`src/design/uvac_pkg.sv`:
```
package uvac_pkg;

  // component format
  localparam int FRAC_BITS = 14;
  localparam int COMP_W    = 16;

  // conversion of 2F-fraction magnitudes to 30 fraction bits
  localparam int Q30_SHIFT = 30 - 2 * FRAC_BITS;
  localparam int Q30_SHL   = (Q30_SHIFT >= 0) ? Q30_SHIFT : 0;
  localparam int Q30_SHR   = (Q30_SHIFT >= 0) ? 0 : -Q30_SHIFT;

  localparam int MAG_W     = 32;
  localparam logic [MAG_W-1:0] SAT31 = 32'h8000_0000;
  localparam logic [MAG_W-1:0] ONE30 = 32'h4000_0000;

  // square root pipeline
  localparam int SQRT_STEPS = 32;

  // angle arithmetic
  localparam int CORDIC_STEPS = 25;
  localparam int XY_W         = 36;
  localparam int Z_W          = 28;
  localparam logic signed [Z_W-1:0] PI24 = 28'sd52707179;
  localparam logic [14:0] PI13      = 15'd25736;
  localparam logic [14:0] HALF_PI13 = 15'd12868;

  localparam logic [24:0] ATAN_TABLE [CORDIC_STEPS] = '{
    25'd13176795, 25'd7778716, 25'd4110060, 25'd2086331, 25'd1047214,
    25'd524117, 25'd262123, 25'd131069, 25'd65536, 25'd32768, 25'd16384,
    25'd8192, 25'd4096, 25'd2048, 25'd1024, 25'd512, 25'd256, 25'd128,
    25'd64, 25'd32, 25'd16, 25'd8, 25'd4, 25'd2, 25'd1
  };

  // register map
  localparam logic REG_ANGLE_TOLERANCE = 1'b0;

  typedef struct packed {
    logic signed [15:0] first_x;
    logic signed [15:0] first_y;
    logic signed [15:0] first_z;
    logic signed [15:0] second_x;
    logic signed [15:0] second_y;
    logic signed [15:0] second_z;
    logic signed [15:0] ref_x;
    logic signed [15:0] ref_y;
    logic signed [15:0] ref_z;
  } in_item_t;

  typedef struct packed {
    logic        [14:0] angle;
    logic signed [15:0] signed_angle;
    logic               is_equal;
    logic               is_normal;
    logic               is_opposite;
    logic               is_parallel;
  } out_item_t;

  // sideband that rides along the long stages
  typedef struct packed {
    logic [MAG_W-1:0] mag;
    logic             use_acos;
    logic             dot_neg;
    logic             cross_neg;
  } side_t;

  function automatic logic [MAG_W-1:0] to_q30(input logic [33:0] mag);
    logic [33:0] shifted;
    logic [MAG_W-1:0] res;
    shifted = '0;
    res = '0;
    if (Q30_SHIFT >= 0) begin
      if (mag >= (34'(SAT31) >> Q30_SHL)) begin
        res = SAT31;
      end else begin
        shifted = mag << Q30_SHL;
        res = shifted[MAG_W-1:0];
      end
    end else begin
      shifted = mag >> Q30_SHR;
      res = (shifted > 34'(SAT31)) ? SAT31 : shifted[MAG_W-1:0];
    end
    return res;
  endfunction

endpackage

```
`src/design/uvac_sqrt.sv`:
```
module uvac_sqrt import uvac_pkg::*; (
  input  logic        clk,
  input  logic        rst,
  input  logic        adv,
  input  logic        in_valid,
  input  logic [63:0] in_rad,
  input  side_t       in_side,
  output logic        out_valid,
  output logic [31:0] out_root,
  output side_t       out_side
);

  // one result bit per stage, restoring digit recurrence
  logic        valid [SQRT_STEPS+1];
  logic [63:0] rem   [SQRT_STEPS+1];
  logic [63:0] root  [SQRT_STEPS+1];
  side_t       side  [SQRT_STEPS+1];

  assign valid[0] = in_valid;
  assign rem[0]   = in_rad;
  assign root[0]  = '0;
  assign side[0]  = in_side;

  for (genvar i = 0; i < SQRT_STEPS; i++) begin : g_step
    localparam logic [63:0] BIT = 64'd1 << (62 - 2 * i);
    logic [63:0] trial;
    logic        take;

    assign trial = root[i] + BIT;
    assign take  = rem[i] >= trial;

    always_ff @(posedge clk) begin
      if (rst) begin
        valid[i+1] <= 1'b0;
      end else if (adv) begin
        valid[i+1] <= valid[i];
      end
    end

    always_ff @(posedge clk) begin
      if (adv) begin
        side[i+1] <= side[i];
        if (take) begin
          rem[i+1]  <= rem[i] - trial;
          root[i+1] <= (root[i] >> 1) + BIT;
        end else begin
          rem[i+1]  <= rem[i];
          root[i+1] <= root[i] >> 1;
        end
      end
    end
  end

  assign out_valid = valid[SQRT_STEPS];
  assign out_root  = root[SQRT_STEPS][31:0];
  assign out_side  = side[SQRT_STEPS];

endmodule

```
`config.mk`:
```
export PLATFORM = sky130hd
export DESIGN_NAME = uvac_sqrt
export DESIGN_NICKNAME = d
export VERILOG_FILES = /design/src/design/uvac_pkg.sv /design/src/design/uvac_sqrt.sv
export SDC_FILE = /design/constraint.sdc
export NUM_CORES = 2
export LEC_CHECK = 0
export BUFFER_PORTS_ARGS = -buffer_cell sky130_fd_sc_hd__buf_2
export CELL_PAD_IN_SITES_DETAIL_PLACEMENT = 1
export CELL_PAD_IN_SITES_GLOBAL_PLACEMENT = 1
export CORE_UTILIZATION = 50
export DETAILED_ROUTE_END_ITERATION = 10
export PLACE_DENSITY = 0.71
export SLEW_MARGIN = 30
export SYNTH_ARGS = -nofsm -noshare
export SYNTH_HDL_FRONTEND = slang
export SYNTH_SLANG_ARGS = --single-unit
export TNS_END_PERCENT = 1
```
`constraint.sdc`:
```
create_clock -name clk -period 5.7 [get_ports clk]
set_input_delay 1.14 -clock clk [delete_from_list [all_inputs] [get_ports clk]]
set_output_delay 1.14 -clock clk [all_outputs]
set_load 0.02 [all_outputs]
```
* Word-level counts from Yosys, hierarchy flattened *
Cells that the tools add are included.
Widths: inputs -> output; s select.

operators by class
  muxes and demuxes = 63
  add/subtract/negate cells = 93
  magnitude comparators = 32

operators with widths
  operator                number
  $ge 64x64->1            31
  $mux 64                 31
  $mux 63                 31
  $sub 64x64->64          30
  $add 63x11->64 const B  1
  $add 63x13->64 const B  1
  $add 63x15->64 const B  1
  $add 63x17->64 const B  1
  $add 63x19->64 const B  1
  $add 63x21->64 const B  1
  $add 63x23->64 const B  1
  $add 63x25->64 const B  1
  $add 63x27->64 const B  1
  $add 63x29->64 const B  1
  $add 63x3->64 const B   1
  $add 63x31->64 const B  1
  $add 63x33->64 const B  1
  $add 63x35->64 const B  1
  $add 63x37->64 const B  1
  $add 63x39->64 const B  1
  $add 63x41->64 const B  1
  $add 63x43->64 const B  1
  $add 63x45->64 const B  1
  $add 63x47->64 const B  1
  other kinds (45)        45

storage, ports and cells
  output and inout bits = 68
  logic and storage cells = 441
  register bits = 5152

* Depth between registers and ports, before layout *
  depth after elaboration = 3
  depth in mapped cells = 14
  mapped depth without buffers = 12

* Least setup slack after synthesis *
No wires, ideal clock.

  path kind = reg2reg
  start = reg rem[434] (netlist name)
  end = reg rem[334] (netlist name) (data pin)
  cell stages (with the launch flop) = 10
  required time = 5.440 ns
  setup slack = 2.222 ns
  setup time = 0.260 ns
  arrival = 3.218 ns
  path through = edfxtp_1 -> or4_4 -> or3_4 -> or3_4 -> nand2b_4 -> or3_1 -> or4_4 -> buf_6 -> buf_12 -> mux2_4

on the way
  longest elaborated chain between the ends = 2

ends and longest elaborated chain
  element                          RTL line         text
  start, declared                  uvac_sqrt.sv:15  logic [63:0] rem [SQRT_STEPS+1];
  start signal, assigned by index  uvac_sqrt.sv:44  rem[i+1] <= rem[i] - trial;
  start signal, assigned by index  uvac_sqrt.sv:47  rem[i+1] <= rem[i];
  $ge 64x64->1                     uvac_sqrt.sv:30  assign take = rem[i] >= trial;
  $mux 64                          uvac_sqrt.sv:43  if (take) begin

No other way between the ends.
A chain may end at the register's enable or synchronous reset.

* Worst setup path in the final report *
  start = reg rem[370] (netlist name)
  end = reg rem[292] (netlist name) (data pin)

on the way
  longest elaborated chain between the ends = 2

ends and longest elaborated chain
  element              RTL line         text
  $ge 64x64->1         uvac_sqrt.sv:30
  net g_step[27].take  uvac_sqrt.sv:27  logic take;
  $mux 64              uvac_sqrt.sv:43

The timed path passes the listed nets, and every way through them passes these cells.

==> run summary <==
======================================================================================
Vias in the first global route ..........................................        94906
VDD IR max ..............................................................     0.356 mV
Wire length per cell ....................................................      24.4 um
Number of setup violations in the final report ..........................            0
Layer with the highest usage after global routing .......................         met2
Setup CP Type ........................................................... flop to flop
Final antenna-violating net count .......................................            0
RSZ-0062 raised after global routing ....................................        false
Clk_lat worst skew ......................................................      0.97 ns
Cell taking the most area after synthesis ...............................     edfxtp_1
Worst Clk Skew ..........................................................    0.0972 ns
Power density over the cells ............................................  414 mW/mm^2
Clock tree from TritonCTS ...............................................         done
Pin slew with the least headroom to its limit ...........................      1.10 ns
Part of the cycle the worst path needs ..................................        0.787
Hold path startpoint ....................................................    in_rad[7]
Peak Freq ...............................................................      223 MHz
Total power of the final layout .........................................     0.0722 W
Met1 Track Usage GR .....................................................        0.325
Number of buffers created by CTS ........................................          381
Data arrival time of the critical path ..................................      5.14 ns
Critical Path Start Type ................................................         flop
Global Route met2 Usage .................................................        0.407
TritonRoute pass-1 iters ................................................            8
Reg-to-reg slack, setup .................................................      1.22 ns
Number of ports placed on the die boundary ..............................          171
Buffers on Ports ........................................................          170
Register area share after synthesis .....................................        0.705
Number of synthesized flops with an enable pin ..........................         3632
Synthesized area divided by synthesized cell count ......................    14.4 um^2
Post-detailed-route via-to-cell ratio ...................................         5.75
Hold Path Stages ........................................................            1
Sum of negative setup slack .............................................         0 ns
Fraction of layout cells with a size suffix above 1 .....................       0.0913
Yosys warning count .....................................................            0
Initial antenna violation count .........................................           20
Site row count ..........................................................          204
Die Y-Extent ............................................................       560 um
Shortest clock period the worst path allows after layout ................      4.48 ns
Hold-fix buffers at CTS .................................................            0
Run status .............................................................. complete, but fails checks
Met3 track utilization from global routing ..............................       0.0338
Reg-to-Reg End ..........................................................     rem[292]
Cell types with the highest counts after synthesis ...................... edfxtp_1 (3632), nor2_1 (717), inv_1 (677)
Failing checks ..........................................................          DRC
Fill cell count .........................................................        29282
Count of nets after finishing ...........................................        11946
Net count after synthesis ...............................................        11487
Number of distinct standard cells referenced by the synthesized netlist .           99
Clock Tree Root .........................................................    clkbuf_16
Async S/R FF share, synth ...............................................            0
Required time reported for the critical path endpoint ...................      6.36 ns
Top-count cell post-synth ...............................................     edfxtp_1
Count of mapped cells out of synthesis ..................................        10826
Vias ....................................................................        90390
Number of storage elements in the synthesis netlist .....................         3664
Number of endpoints with negative hold slack in the final report ........            0
Global-route usage over all layers ......................................        0.243
Die Span X ..............................................................       560 um
Post-CTS Resized ........................................................            0
Rel. slew slack .........................................................        0.267
DRT Wirelength ..........................................................       384 mm
Multi-input combinational cell area .....................................  0.0425 mm^2
Sequential cell area ....................................................   0.110 mm^2
LEAKAGE .................................................................      63.7 nW
Residual DRC ............................................................           18
Max clock buf depth .....................................................            4
Top cell type's share of synthesized area ...............................        0.701
# Post-CTS Setup Buffers ................................................            0
Final weighted congestion of routability-driven global placement ........        0.917
Synth Cell Area .........................................................   0.156 mm^2
First-pass GRT wire length ..............................................       582 mm
Pins over their slew limit ..............................................            0
Area overhead of the layout relative to synthesis .......................        12.1%
Top fanout value on the critical path ...................................           55
Clock-pin slew on the worst setup and hold paths ........................      0.07 ns
Final core utilization ..................................................        0.564
Critical Path End Type ..................................................         flop
Launch point of the worst reg-to-reg path ...............................     rem[370]
Starting Density ........................................................        0.503
1st-iter DRT viols ......................................................         6873
Endpoint, Worst Hold ....................................................    rem[1991]
Clock sinks .............................................................         3664
Number of violations of the max-capacitance limit .......................            0
CTS HTree Levels ........................................................            5
Worst R2R Path Depth ....................................................            9
Maximum number of pins on one net before global-route repair ............          181
Final HPWL from detailed placement ......................................       283 mm
Worst min-delay path class .............................................. input pin to flop
Largest cells by area after synthesis ................................... edfxtp_1 (70%), ha_1 (4.5%), xnor2_1 (2.7%)
Core Footprint ..........................................................   0.309 mm^2
Area of the die .........................................................   0.313 mm^2
Most used DFF post-synth ................................................     edfxtp_1
Grt ovf .................................................................            0
======================================================================================
[kinds of logic after synthesis]
group                    count (synthesis)  synth area share
flip-flops                            3664             0.705
AND/OR/NAND/NOR                       2875            0.0955
XOR/XNOR                               891            0.0502
AO/OA/AOI/OAI                         1800            0.0713
adder cells (fa/ha/maj)                558            0.0449
multiplexers                           139           0.00988
buffers and inverters                  899            0.0230
[where the power goes]
| group | internal [W] | switching, W | total [W] |
|---|---|---|---|
| Clock | 0.0138 | 0.0106 | 0.0244 |
| Sequential | 0.0333 | 0.00235 | 0.0357 |
| Combinational | 0.00471 | 0.00746 | 0.0122 |
| Total | 0.0518 | 0.0204 | 0.0722 |
[routing by layer]
layer,vias to the layer above,share of wire
met2,2267,0.48
met3,620,0.053
met5,-,0.00020
met1,45756,0.43
li1,41737,-
met4,10,0.037
[worst max-delay path by stage]
| stage | start | endpoint | slack (ns) | depth (start not counted) |
|---|---|---|---|---|
| global route | rem[370] | rem[292] | 0.98 | 9 |
| floorplan | rem[434] | rem[334] | 2.22 | 9 |
| detailed placement | rem[370] | rem[292] | 1.22 | 9 |
| CTS | rem[370] | rem[292] | 1.20 | 9 |
| finish | rem[370] | rem[292] | 1.22 | 9 |
| global placement | rem[370] | rem[292] | 1.22 | 9 |
[stage by stage]
step,hold WS (ns),std cells,setup WS [ns],area [um^2]
3_3_place_gp,0.400,15021,1.22,162000
5_1_grt,0.307,15712,0.982,174000
6_report,0.354,15715,1.22,174000
3_5_place_dp,0.405,15021,1.22,162000
4_1_cts,0.277,15707,1.20,174000
2_1_floorplan,0.400,10826,2.22,156000
[layout make-up]
cell class | count | share of cell area
inverter | 678 | 0.0146
multi-input combinational | 6263 | 0.243
sequential | 3664 | 0.629
clock buffer | 435 | 0.0558
clock inverter | 251 | 0.0149
tap | 4120 | 0.0295
antenna | 7 | 0.000100
timing repair buffer | 297 | 0.0128
[state kept, by name, indices dropped and copies added, names as in the netlist]
name       flops
rem         1984
out_side      35
out_root      32
valid         31
out_valid      1
root         496
side        1085
[critical path, stage by stage, from the launching register on]
cell and delay, ns:
edfxtp_1 0.47, nor3_1 0.39, nand2b_1 0.18, or3_1 0.41
or4_1 0.56, or4_1 0.63, nor2_4 0.24, buf_4 0.51
inv_1 0.38, mux2_1 0.42
[layout by cell type (no fill, tap or decap), types with 35 or more instances in the layout]
cell type	instances
a211oi_1	50
a21o_1	178
a21oi_1	631
a31oi_1	50
and3_1	57
buf_2	169
buf_4	94
clkbuf_1	54
clkbuf_16	381
clkinv_1	89
clkinv_2	75
edfxtp_1	3632
ha_1	558
inv_1	677
mux2_2	91
mux2i_1	41
nand2_1	570
nand2b_1	130
nand3_1	161
nand3b_1	35
nand4_1	158
nor2_1	716
nor2b_1	61
nor3_1	251
nor4_1	311
nor4b_1	41
o211ai_1	42
o21a_1	90
o21ai_0	433
o21bai_1	48
o31ai_1	44
or2_2	42
or3_1	103
or4_1	77
xnor2_1	486
xor2_1	404
No activity file was read; power rests on OpenSTA's default activity.
